## src/sv/dfpg_pkg.sv

```systemverilog
// ----------------------------------------------------------------------------
// dfpg_pkg
// Shared types, codes and the weight coding helper for the time-code frame
// pulse generator.
// ----------------------------------------------------------------------------
package dfpg_pkg;

    localparam int FRAME_BITS = 59;

    localparam logic       ACT_LOAD = 1'b0;
    localparam logic       ACT_TICK = 1'b1;

    localparam logic [1:0] SYM_ZERO = 2'd0;
    localparam logic [1:0] SYM_ONE  = 2'd1;
    localparam logic [1:0] SYM_NONE = 2'd2;

    localparam logic [1:0] CFG_ZERO_PULSE = 2'd0;
    localparam logic [1:0] CFG_ONE_PULSE  = 2'd1;
    localparam logic [1:0] CFG_SECOND     = 2'd2;
    localparam logic [1:0] CFG_LEAD_BITS  = 2'd3;

    localparam logic [15:0] RST_ZERO_PULSE = 16'd100;
    localparam logic [15:0] RST_ONE_PULSE  = 16'd200;
    localparam logic [15:0] RST_SECOND     = 16'd1000;
    localparam logic [15:0] RST_LEAD_BITS  = 16'hFFFF;

    localparam logic [5:0] LAST_SECOND = 6'd59;

    typedef logic [0:7][7:0] t_wt_list;

    // leading entries of 255 are never reached by a 7-bit value
    localparam t_wt_list WT_MINUTE  = {8'd255, 8'd40, 8'd20, 8'd10, 8'd8, 8'd4, 8'd2, 8'd1};
    localparam t_wt_list WT_HOUR    = {8'd255, 8'd255, 8'd20, 8'd10, 8'd8, 8'd4, 8'd2, 8'd1};
    localparam t_wt_list WT_WEEKDAY = {8'd255, 8'd255, 8'd255, 8'd255, 8'd255, 8'd4, 8'd2,
                                       8'd1};
    localparam t_wt_list WT_MONTH   = {8'd255, 8'd255, 8'd255, 8'd10, 8'd8, 8'd4, 8'd2, 8'd1};
    localparam t_wt_list WT_YEAR    = {8'd80, 8'd40, 8'd20, 8'd10, 8'd8, 8'd4, 8'd2, 8'd1};

    typedef struct packed {
        logic       action;
        logic [5:0] minute;
        logic [4:0] hour;
        logic [4:0] day;
        logic [2:0] weekday;
        logic [3:0] month;
        logic [6:0] year;
        logic       summer_time;
    } t_in_item;

    typedef struct packed {
        logic       pin_level;
        logic [5:0] second_index;
        logic [1:0] symbol;
        logic       frame_done;
    } t_out_item;

    typedef struct packed {
        logic [15:0] zero_pulse_ticks;
        logic [15:0] one_pulse_ticks;
        logic [15:0] second_ticks;
        logic [15:0] lead_bits;
    } t_cfg;

    // greedy weight coding, least significant weight lands in bit 0
    function automatic logic [7:0] bcd_greedy(input logic [6:0] value, input t_wt_list w);
        logic [7:0] rem;
        logic [7:0] bits;
        rem  = {1'b0, value};
        bits = '0;
        for (int i = 0; i < 8; i++) begin
            if (rem >= w[i]) begin
                rem = rem - w[i];
                bits[3'(7 - i)] = 1'b1;
            end
        end
        return bits;
    endfunction

endpackage

```

## src/sv/dfpg_cfg.sv

```systemverilog
// ----------------------------------------------------------------------------
// dfpg_cfg
// Configuration register file: pulse lengths, slot length and lead bits.
// ----------------------------------------------------------------------------
module dfpg_cfg (
    input  logic              i_clk,
    input  logic              i_rst_n,
    input  logic              i_cfg_valid,
    output logic              o_cfg_ready,
    input  logic [1:0]        i_cfg_index,
    input  logic [15:0]       i_cfg_data,
    output dfpg_pkg::t_cfg    o_cfg
);

    dfpg_pkg::t_cfg r_cfg;

    assign o_cfg_ready = 1'b1;
    assign o_cfg       = r_cfg;

    always_ff @(posedge i_clk) begin
        if (!i_rst_n) begin
            r_cfg.zero_pulse_ticks <= dfpg_pkg::RST_ZERO_PULSE;
            r_cfg.one_pulse_ticks  <= dfpg_pkg::RST_ONE_PULSE;
            r_cfg.second_ticks     <= dfpg_pkg::RST_SECOND;
            r_cfg.lead_bits        <= dfpg_pkg::RST_LEAD_BITS;
        end else if (i_cfg_valid) begin
            case (i_cfg_index)
                dfpg_pkg::CFG_ZERO_PULSE: r_cfg.zero_pulse_ticks <= i_cfg_data;
                dfpg_pkg::CFG_ONE_PULSE:  r_cfg.one_pulse_ticks  <= i_cfg_data;
                dfpg_pkg::CFG_SECOND:     r_cfg.second_ticks     <= i_cfg_data;
                dfpg_pkg::CFG_LEAD_BITS:  r_cfg.lead_bits        <= i_cfg_data;
                default: begin
                end
            endcase
        end
    end

endmodule

```

## src/sv/dfpg_frame.sv

```systemverilog
// ----------------------------------------------------------------------------
// dfpg_frame
// Build the 59-bit minute frame from a load transaction and the lead bits.
// ----------------------------------------------------------------------------
module dfpg_frame (
    input  dfpg_pkg::t_in_item                  i_item,
    input  logic [15:0]                         i_lead_bits,
    output logic [dfpg_pkg::FRAME_BITS-1:0]     o_frame
);

    logic [2:0] w_weekday;
    logic [6:0] w_min;
    logic [5:0] w_hour;
    logic [5:0] w_day;
    logic [2:0] w_wday;
    logic [4:0] w_month;
    logic [7:0] w_year;
    logic [7:0] w_min_full;
    logic [7:0] w_hour_full;
    logic [7:0] w_day_full;
    logic [7:0] w_wday_full;
    logic [7:0] w_month_full;
    logic       w_date_par;

    always_comb begin
        w_weekday    = (i_item.weekday == 3'd0) ? 3'd7 : i_item.weekday;
        w_min_full   = dfpg_pkg::bcd_greedy({1'b0, i_item.minute}, dfpg_pkg::WT_MINUTE);
        w_hour_full  = dfpg_pkg::bcd_greedy({2'b0, i_item.hour}, dfpg_pkg::WT_HOUR);
        w_day_full   = dfpg_pkg::bcd_greedy({2'b0, i_item.day}, dfpg_pkg::WT_HOUR);
        w_wday_full  = dfpg_pkg::bcd_greedy({4'b0, w_weekday}, dfpg_pkg::WT_WEEKDAY);
        w_month_full = dfpg_pkg::bcd_greedy({3'b0, i_item.month}, dfpg_pkg::WT_MONTH);
        w_year       = dfpg_pkg::bcd_greedy(i_item.year, dfpg_pkg::WT_YEAR);
        w_min        = w_min_full[6:0];
        w_hour       = w_hour_full[5:0];
        w_day        = w_day_full[5:0];
        w_wday       = w_wday_full[2:0];
        w_month      = w_month_full[4:0];
        w_date_par   = ^{w_day, w_wday, w_month, w_year};

        o_frame = {w_date_par, w_year, w_month, w_wday, w_day,
                   ^w_hour, w_hour, ^w_min, w_min,
                   1'b1, 1'b0, ~i_item.summer_time, i_item.summer_time, 1'b0,
                   i_lead_bits};
    end

endmodule

```

## src/sv/dfpg_core.sv

```systemverilog
// ----------------------------------------------------------------------------
// dfpg_core
// Frame and timebase state, and the result for each transaction.
// ----------------------------------------------------------------------------
module dfpg_core (
    input  logic                                i_clk,
    input  logic                                i_rst_n,
    input  logic                                i_en,
    input  dfpg_pkg::t_in_item                  i_item,
    input  dfpg_pkg::t_cfg                      i_cfg,
    input  logic [dfpg_pkg::FRAME_BITS-1:0]     i_frame,
    output dfpg_pkg::t_out_item                 o_result
);

    logic [dfpg_pkg::FRAME_BITS-1:0] r_frame;
    logic [dfpg_pkg::FRAME_BITS-1:0] n_frame;
    logic [5:0]                      r_sec;
    logic [5:0]                      n_sec;
    logic [15:0]                     r_tick;
    logic [15:0]                     n_tick;
    logic                            r_loaded;
    logic                            n_loaded;

    logic [63:0] w_frame_ext;
    logic [1:0]  w_sym;
    logic [15:0] w_len;
    logic        w_last;

    always_comb begin
        w_frame_ext = {{(64 - dfpg_pkg::FRAME_BITS){1'b0}}, r_frame};
        w_sym  = (r_sec >= dfpg_pkg::LAST_SECOND) ? dfpg_pkg::SYM_NONE
                                                  : {1'b0, w_frame_ext[r_sec]};
        case (w_sym)
            dfpg_pkg::SYM_ZERO: w_len = i_cfg.zero_pulse_ticks;
            dfpg_pkg::SYM_ONE:  w_len = i_cfg.one_pulse_ticks;
            default:            w_len = 16'd0;
        endcase
        w_last = ({1'b0, r_tick} + 17'd1) >= {1'b0, i_cfg.second_ticks};

        n_frame  = r_frame;
        n_sec    = r_sec;
        n_tick   = r_tick;
        n_loaded = r_loaded;
        o_result = '{pin_level: 1'b0, second_index: 6'd0, symbol: dfpg_pkg::SYM_NONE,
                     frame_done: 1'b0};

        if (i_item.action == dfpg_pkg::ACT_LOAD) begin
            n_frame  = i_frame;
            n_sec    = 6'd0;
            n_tick   = 16'd0;
            n_loaded = 1'b1;
            o_result.symbol = {1'b0, i_frame[0]};
        end else if (r_loaded) begin
            o_result.pin_level    = r_tick < w_len;
            o_result.second_index = r_sec;
            o_result.symbol       = w_sym;
            o_result.frame_done   = w_last && (r_sec == dfpg_pkg::LAST_SECOND);
            if (w_last) begin
                n_tick = 16'd0;
                n_sec  = (r_sec >= dfpg_pkg::LAST_SECOND) ? 6'd0 : r_sec + 6'd1;
            end else begin
                n_tick = r_tick + 16'd1;
            end
        end
    end

    always_ff @(posedge i_clk) begin
        if (!i_rst_n) begin
            r_frame  <= '0;
            r_sec    <= 6'd0;
            r_tick   <= 16'd0;
            r_loaded <= 1'b0;
        end else if (i_en) begin
            r_frame  <= n_frame;
            r_sec    <= n_sec;
            r_tick   <= n_tick;
            r_loaded <= n_loaded;
        end
    end

`ifndef SYNTHESIS
    a_sec_range: assert property (@(posedge i_clk) disable iff (!i_rst_n)
        r_sec <= dfpg_pkg::LAST_SECOND)
        else $error("second position beyond last slot");

    a_idle_before_load: assert property (@(posedge i_clk) disable iff (!i_rst_n)
        !r_loaded |-> (r_sec == 6'd0) && (r_tick == 16'd0))
        else $error("timebase moved before a frame was loaded");

    a_load_restart: assert property (@(posedge i_clk) disable iff (!i_rst_n)
        i_en && (i_item.action == dfpg_pkg::ACT_LOAD)
        |=> r_loaded && (r_sec == 6'd0) && (r_tick == 16'd0))
        else $error("load did not restart the frame");

    a_frame_wrap: assert property (@(posedge i_clk) disable iff (!i_rst_n)
        i_en && (i_item.action == dfpg_pkg::ACT_TICK) && o_result.frame_done
        |=> (r_sec == 6'd0) && (r_tick == 16'd0))
        else $error("frame did not wrap after last slot");
`endif

endmodule

```

## src/sv/dcf77_frame_pulse_generator.sv

```systemverilog
// ----------------------------------------------------------------------------
// dcf77_frame_pulse_generator
// Minute time-code frame builder and pulse timebase.
//
// Input channel (i_in_valid / o_in_stall, payload i_in): a transaction with
// action load latches date and time, builds the 59-bit frame and restarts at
// second 0; action tick advances the timebase by one tick.
// Output channel (o_out_valid / i_out_stall, payload o_out): one result per
// input transaction, in order, giving the pin level, slot, symbol and the
// end-of-frame flag.
// Configuration channel (i_cfg_valid / o_cfg_ready): always ready, index
// selects zero pulse, one pulse, slot length or lead bits.
// Throughput is one transaction per cycle while the receiver does not stall;
// each transaction passes the input register, then the result register, with
// the state updated as it moves from one to the other.
// When the receiver stalls, the result register holds and the input
// register keeps one further transaction before o_in_stall rises.
// Reset clears the frame, the timebase and both pipeline stages, holds the
// input stalled and loads the register defaults; ticks before the first load
// give a low pin.
// ----------------------------------------------------------------------------
module dcf77_frame_pulse_generator (
    input  logic                    i_clk,
    input  logic                    i_rst_n,
    input  logic                    i_in_valid,
    output logic                    o_in_stall,
    input  dfpg_pkg::t_in_item      i_in,
    output logic                    o_out_valid,
    input  logic                    i_out_stall,
    output dfpg_pkg::t_out_item     o_out,
    input  logic                    i_cfg_valid,
    output logic                    o_cfg_ready,
    input  logic [1:0]              i_cfg_index,
    input  logic [15:0]             i_cfg_data
);

    dfpg_pkg::t_cfg                  w_cfg;
    logic [dfpg_pkg::FRAME_BITS-1:0] w_frame;
    dfpg_pkg::t_out_item             w_result;
    logic                            w_advance;

    logic                r_in_valid;
    dfpg_pkg::t_in_item  r_in;
    logic                r_out_valid;
    dfpg_pkg::t_out_item r_out;

    assign w_advance   = !(r_out_valid && i_out_stall);
    assign o_in_stall  = !i_rst_n || (r_in_valid && !w_advance);
    assign o_out_valid = r_out_valid;
    assign o_out       = r_out;

    dfpg_cfg u_cfg (
        .i_clk       (i_clk),
        .i_rst_n     (i_rst_n),
        .i_cfg_valid (i_cfg_valid),
        .o_cfg_ready (o_cfg_ready),
        .i_cfg_index (i_cfg_index),
        .i_cfg_data  (i_cfg_data),
        .o_cfg       (w_cfg)
    );

    dfpg_frame u_frame (
        .i_item      (r_in),
        .i_lead_bits (w_cfg.lead_bits),
        .o_frame     (w_frame)
    );

    dfpg_core u_core (
        .i_clk    (i_clk),
        .i_rst_n  (i_rst_n),
        .i_en     (r_in_valid && w_advance),
        .i_item   (r_in),
        .i_cfg    (w_cfg),
        .i_frame  (w_frame),
        .o_result (w_result)
    );

    always_ff @(posedge i_clk) begin
        if (!i_rst_n) begin
            r_in_valid <= 1'b0;
        end else if (!o_in_stall) begin
            r_in_valid <= i_in_valid;
        end
    end

    always_ff @(posedge i_clk) begin
        if (i_in_valid && !o_in_stall) begin
            r_in <= i_in;
        end
    end

    always_ff @(posedge i_clk) begin
        if (!i_rst_n) begin
            r_out_valid <= 1'b0;
        end else if (w_advance) begin
            r_out_valid <= r_in_valid;
        end
    end

    always_ff @(posedge i_clk) begin
        if (w_advance && r_in_valid) begin
            r_out <= w_result;
        end
    end

endmodule

```

## config.mk

```make
export PLATFORM = sky130hd
export DESIGN_NAME = dcf77_frame_pulse_generator
export DESIGN_NICKNAME = d
export VERILOG_FILES = /design/src/sv/dfpg_pkg.sv /design/src/sv/dfpg_cfg.sv /design/src/sv/dfpg_frame.sv /design/src/sv/dfpg_core.sv /design/src/sv/dcf77_frame_pulse_generator.sv
export SDC_FILE = /design/constraint.sdc
export NUM_CORES = 1
export LEC_CHECK = 0
export BUFFER_PORTS_ARGS = -buffer_cell sky130_fd_sc_hd__buf_4
export CAP_MARGIN = 20
export CORE_UTILIZATION = 40
export CTS_CLUSTER_DIAMETER = 200
export DETAILED_ROUTE_END_ITERATION = 12
export PLACE_DENSITY = 0.55
export SYNTH_ARGS = -nofsm -noshare
export SYNTH_HDL_FRONTEND = slang
export SYNTH_SLANG_ARGS = --single-unit
```

## constraint.sdc

```tcl
create_clock -name i_clk -period 14.47 [get_ports i_clk]
set_input_delay 2.894 -clock i_clk [delete_from_list [all_inputs] [get_ports i_clk]]
set_output_delay 2.894 -clock i_clk [all_outputs]
set_load 0.01 [all_outputs]
```

==> impl_results.md <==
- Placeable core area: 30700 um^2
- Synth area leader: dfxtp_1
- Tot Pwr: 0.00139 W
- Largest net degree at the start of global routing: 65
- Rel. slew slack: 30.9%
- Die width: 179 um
- H-tree depth: 4
- WL/cell: 16.7 um
- Worst-Skew Late Latency: 0.45 ns
- Synth Area per Inst: 8.19 um^2
- Initial antenna violation count: 0
- FMAX: roughly 130 MHz
- Delay-heaviest family, CP: compound AO/OA/AOI/OAI gates
- PD cells: between 100 and 150 nW/um^2
- Hold Crit Depth: 2
- Setup violations, final: 0
- Clock sinks: 175
- Maximum capacitance violations: 0
- I/O pin cnt: between 60 and 70
- Gate Count Post-Synth: 1528
- Post-DR vias/cell: 5.66
- Reg2reg end: u_core.r_frame[58]
- Count of distinct cell types in the synthesized netlist: 115
- Setup Fix Bufs, Post-CTS: 0
- CP max stage cell: or3_1
- Synth async-reset ratio: 0%
- Post-CTS Resized: 0
- CTS Root Buffer Type: clkbuf_16
- Peak VDD IR: 0.0000886 V
- Unrepaired setup endpoints after global routing: false
- Top cell by count, worst path: ha_1
- Crit Path Category: register to register
- CP bufs+invs: 4
- Critical Path Fanout Max: 9
- Total CTS buffers: 17
- DR vias: roughly 11000
- Arr. time, crit path: 8.13 ns
- Slowest Stage Delay on Critical Path: 0.52 ns
- CTS tree: built
- Worst slew pin tran: 1.04 ns
- Fin Setup TNS: 0 ns
- Worst clock skew: roughly 0.019 ns
- Period utilisation layout: 53.7%
- R2R setup slack: 6.70 ns
- Sequential cell area fraction in the yosys report: a little under a third
- Worst path required time: around 15 ns
- Worst hold start: u_cfg.o_cfg[14]
- CP Capture Type: register
- Post-Syn Area: 12500 um^2
- Antenna viol nets, final: 0
- Syn Nets: 1662
- CP Launch Type: register
- Pleak: 5.46 nW
- Die ar.: 32000 um^2
- FF-to-FF path depth: 35
- Max Slew Vio Count: 0
- Ys Warns: 0
- Main area contributors after synthesis: dfxtp_1, edfxtp_1, ha_1
- # rows: 64
- DR iter-0 viols: 703
- First-pass GRT wire length: 53400 um
- Final WL: roughly 33000 um
- Post-CTS Hold Fix Bufs: 0
- Layout Nets: between 1500 and 2000
- Post-synth EDFFs: 42
- Vias in the first global route: 10600
- CTS max path bufs: 2
- Area Overhead vs Synth: 10.9%
- Grt total ovfl: 0
- Main synth FF type: dfxtp_1
- Clk pin slew, worst setup/hold paths: 0.08 ns
- Filler cells: 3054
- Outcome: finished, final reports clean
- FF+latch count, synth: 175
- Die Y-Extent: 179 um
- RePlAce Congestion: 0.907
- Ant. Diodes: 0
- Ratio of cells with drive above 1 in the final layout: 12.6%
- Worst r2r src: r_in[17]
- Drt drc: 0
- Worst Hold Class: register to register
- Port bufs: 66
- Endpoints failing hold: 0
- TritonRoute pass-1 iters: 5
- Starting Density: 40.8%
- Dpl hpwl: 23400 um
- Minimum clock period: between 7 and 8 ns
- Post-synth top area share: a little over a fifth
- All-layer global routing usage: between 20% and 30%
- Hold endpoint: u_core.r_frame[14]
==> cell usage after synthesis, drive strengths merged (8+ instances only) <==
master  number
edfxtp      42
a21boi       8
mux4         8
nand2      259
nor2b       10
mux2i       22
xnor2       41
nand2b      13
nor2        93
dfxtp      133
nor3b       10
inv         79
o21a        14
o22ai        9
and2        22
or2         15
a21oi      111
xor2        13
o211ai      29
o21ai       59
nand3b      11
mux2        24
o31ai        8
a211oi      30
buf         15
a21o        22
nor3        37
or3         15
nand3       61
clkbuf      62
a31oi       19
and3        14
nand4       10
ha          79
==> power breakdown <==
group / total (W) / switching, W / internal (W)
clock: 0.000467 / 0.000237 / 0.000230
combinational: 0.000385 / 0.000222 / 0.000163
sequential: 0.000536 / 0.0000156 / 0.000520
total: 0.00139 / 0.000475 / 0.000913
==> worst max-delay path by stage <==
stage	startpoint	slack (ns)	end	cells after the start
2_1_floorplan	r_in[17]	7.39	u_core.r_frame[58]	38
3_3_place_gp	r_in[17]	6.88	u_core.r_frame[58]	36
3_5_place_dp	r_in[17]	6.61	u_core.r_frame[58]	36
4_1_cts	r_in[17]	6.61	u_core.r_frame[58]	35
5_1_grt	r_in[17]	5.87	u_core.r_frame[58]	36
6_report	r_in[17]	6.70	u_core.r_frame[58]	35
==> logic make-up (layout without fill, tap and decap cells) <==
group	after synthesis	in the layout	synth area share, %
other	1	1	0.0300
buffers and inverters	158	189	4.90
adder cells (fa/ha/maj)	81	81	8.06
AO/OA/AOI/OAI	402	402	22.8
multiplexers	54	54	5.49
XOR/XNOR	55	55	4.08
AND/OR/NAND/NOR	602	602	23.3
flip-flops	175	175	31.4
==> layout by cell type (no fill, tap or decap), types with 6 or more instances in the layout <==
cell type / netlist / final
nor3b_1: 8 / 8
a211oi_1: 27 / 27
mux2_2: 23 / 23
nand2b_1: 13 / 13
mux4_2: 8 / 8
dfxtp_1: 133 / 133
nor3_1: 37 / 37
nand4_1: 10 / 10
mux2i_1: 21 / 21
xnor2_1: 39 / 39
nand2_1: 259 / 259
o211a_1: 6 / 6
o21bai_1: 6 / 6
a21o_1: 22 / 22
o211ai_1: 28 / 28
nor2b_1: 10 / 10
edfxtp_1: 42 / 42
clkbuf_16: 0 / 17
and3_1: 14 / 14
o21ai_0: 54 / 53
o31ai_1: 7 / 7
o22ai_1: 9 / 9
a21boi_0: 7 / 7
ha_1: 79 / 79
o21a_1: 12 / 12
or3_1: 15 / 15
buf_4: 1 / 76
inv_1: 79 / 78
a31oi_1: 19 / 18
and2_1: 20 / 20
nor2_1: 93 / 90
or2_2: 14 / 14
nand3b_1: 11 / 11
nand3_1: 61 / 61
xor2_1: 13 / 13
a21oi_1: 109 / 109
==> metal layers <==
layer | part of all wire (%) | up-vias | global-route usage [%]
li1 | - | 5575 | -
met1 | 49 | 5282 | 27.8
met2 | 47 | 176 | 35.4
met3 | 2.8 | 31 | 3.35
met4 | 1.3 | 0 | 4.73
met5 | 0 | - | 0
==> per-stage QoR <==
stage | utilization, % | area (um^2) | hold WS [ns] | setup slack [ns] | instances
finish | 45.3 | 13900 | 0.450 | 6.70 | 1955
global route | 45.3 | 13900 | 0.466 | 5.87 | 1955
floorplan | - | 12500 | 0.432 | 7.39 | 1528
detailed placement | 43.3 | 13300 | 0.443 | 6.61 | 1922
global placement | 43.3 | 13300 | 0.439 | 6.88 | 1922
CTS | 45.2 | 13900 | 0.455 | 6.61 | 1953
==> worst min-delay path: cells and delay by family (launching register included) <==
kind / cells / cell delay [ns]
AO/OA/AOI/OAI: 1 / 0.05
flip-flops: 1 / 0.31
AND/OR/NAND/NOR: 1 / 0.05
==> flip-flops by register name, indices dropped and copies added (netlist names) <==
name / count
o_out: 10
o_out_valid: 1
r_in: 32
r_in_valid: 1
u_cfg.o_cfg: 64
u_core.r_frame: 45
u_core.r_sec: 6
u_core.r_tick: 16
==> final cells by class <==
cell class / count / area, um^2 / share of cell area [%]
Clock buffer: 17 / 425 / 3.06
Inverter: 81 / 304 / 2.19
Clock inverter: 14 / 148 / 1.06
Tap cell: 396 / 495 / 3.57
Timing Repair Buffer: 77 / 583 / 4.20
Multi-Input combinational cell: 1195 / 8000 / 57.6
Sequential cell: 175 / 3920 / 28.3
(Power assumes the default switching activity.)
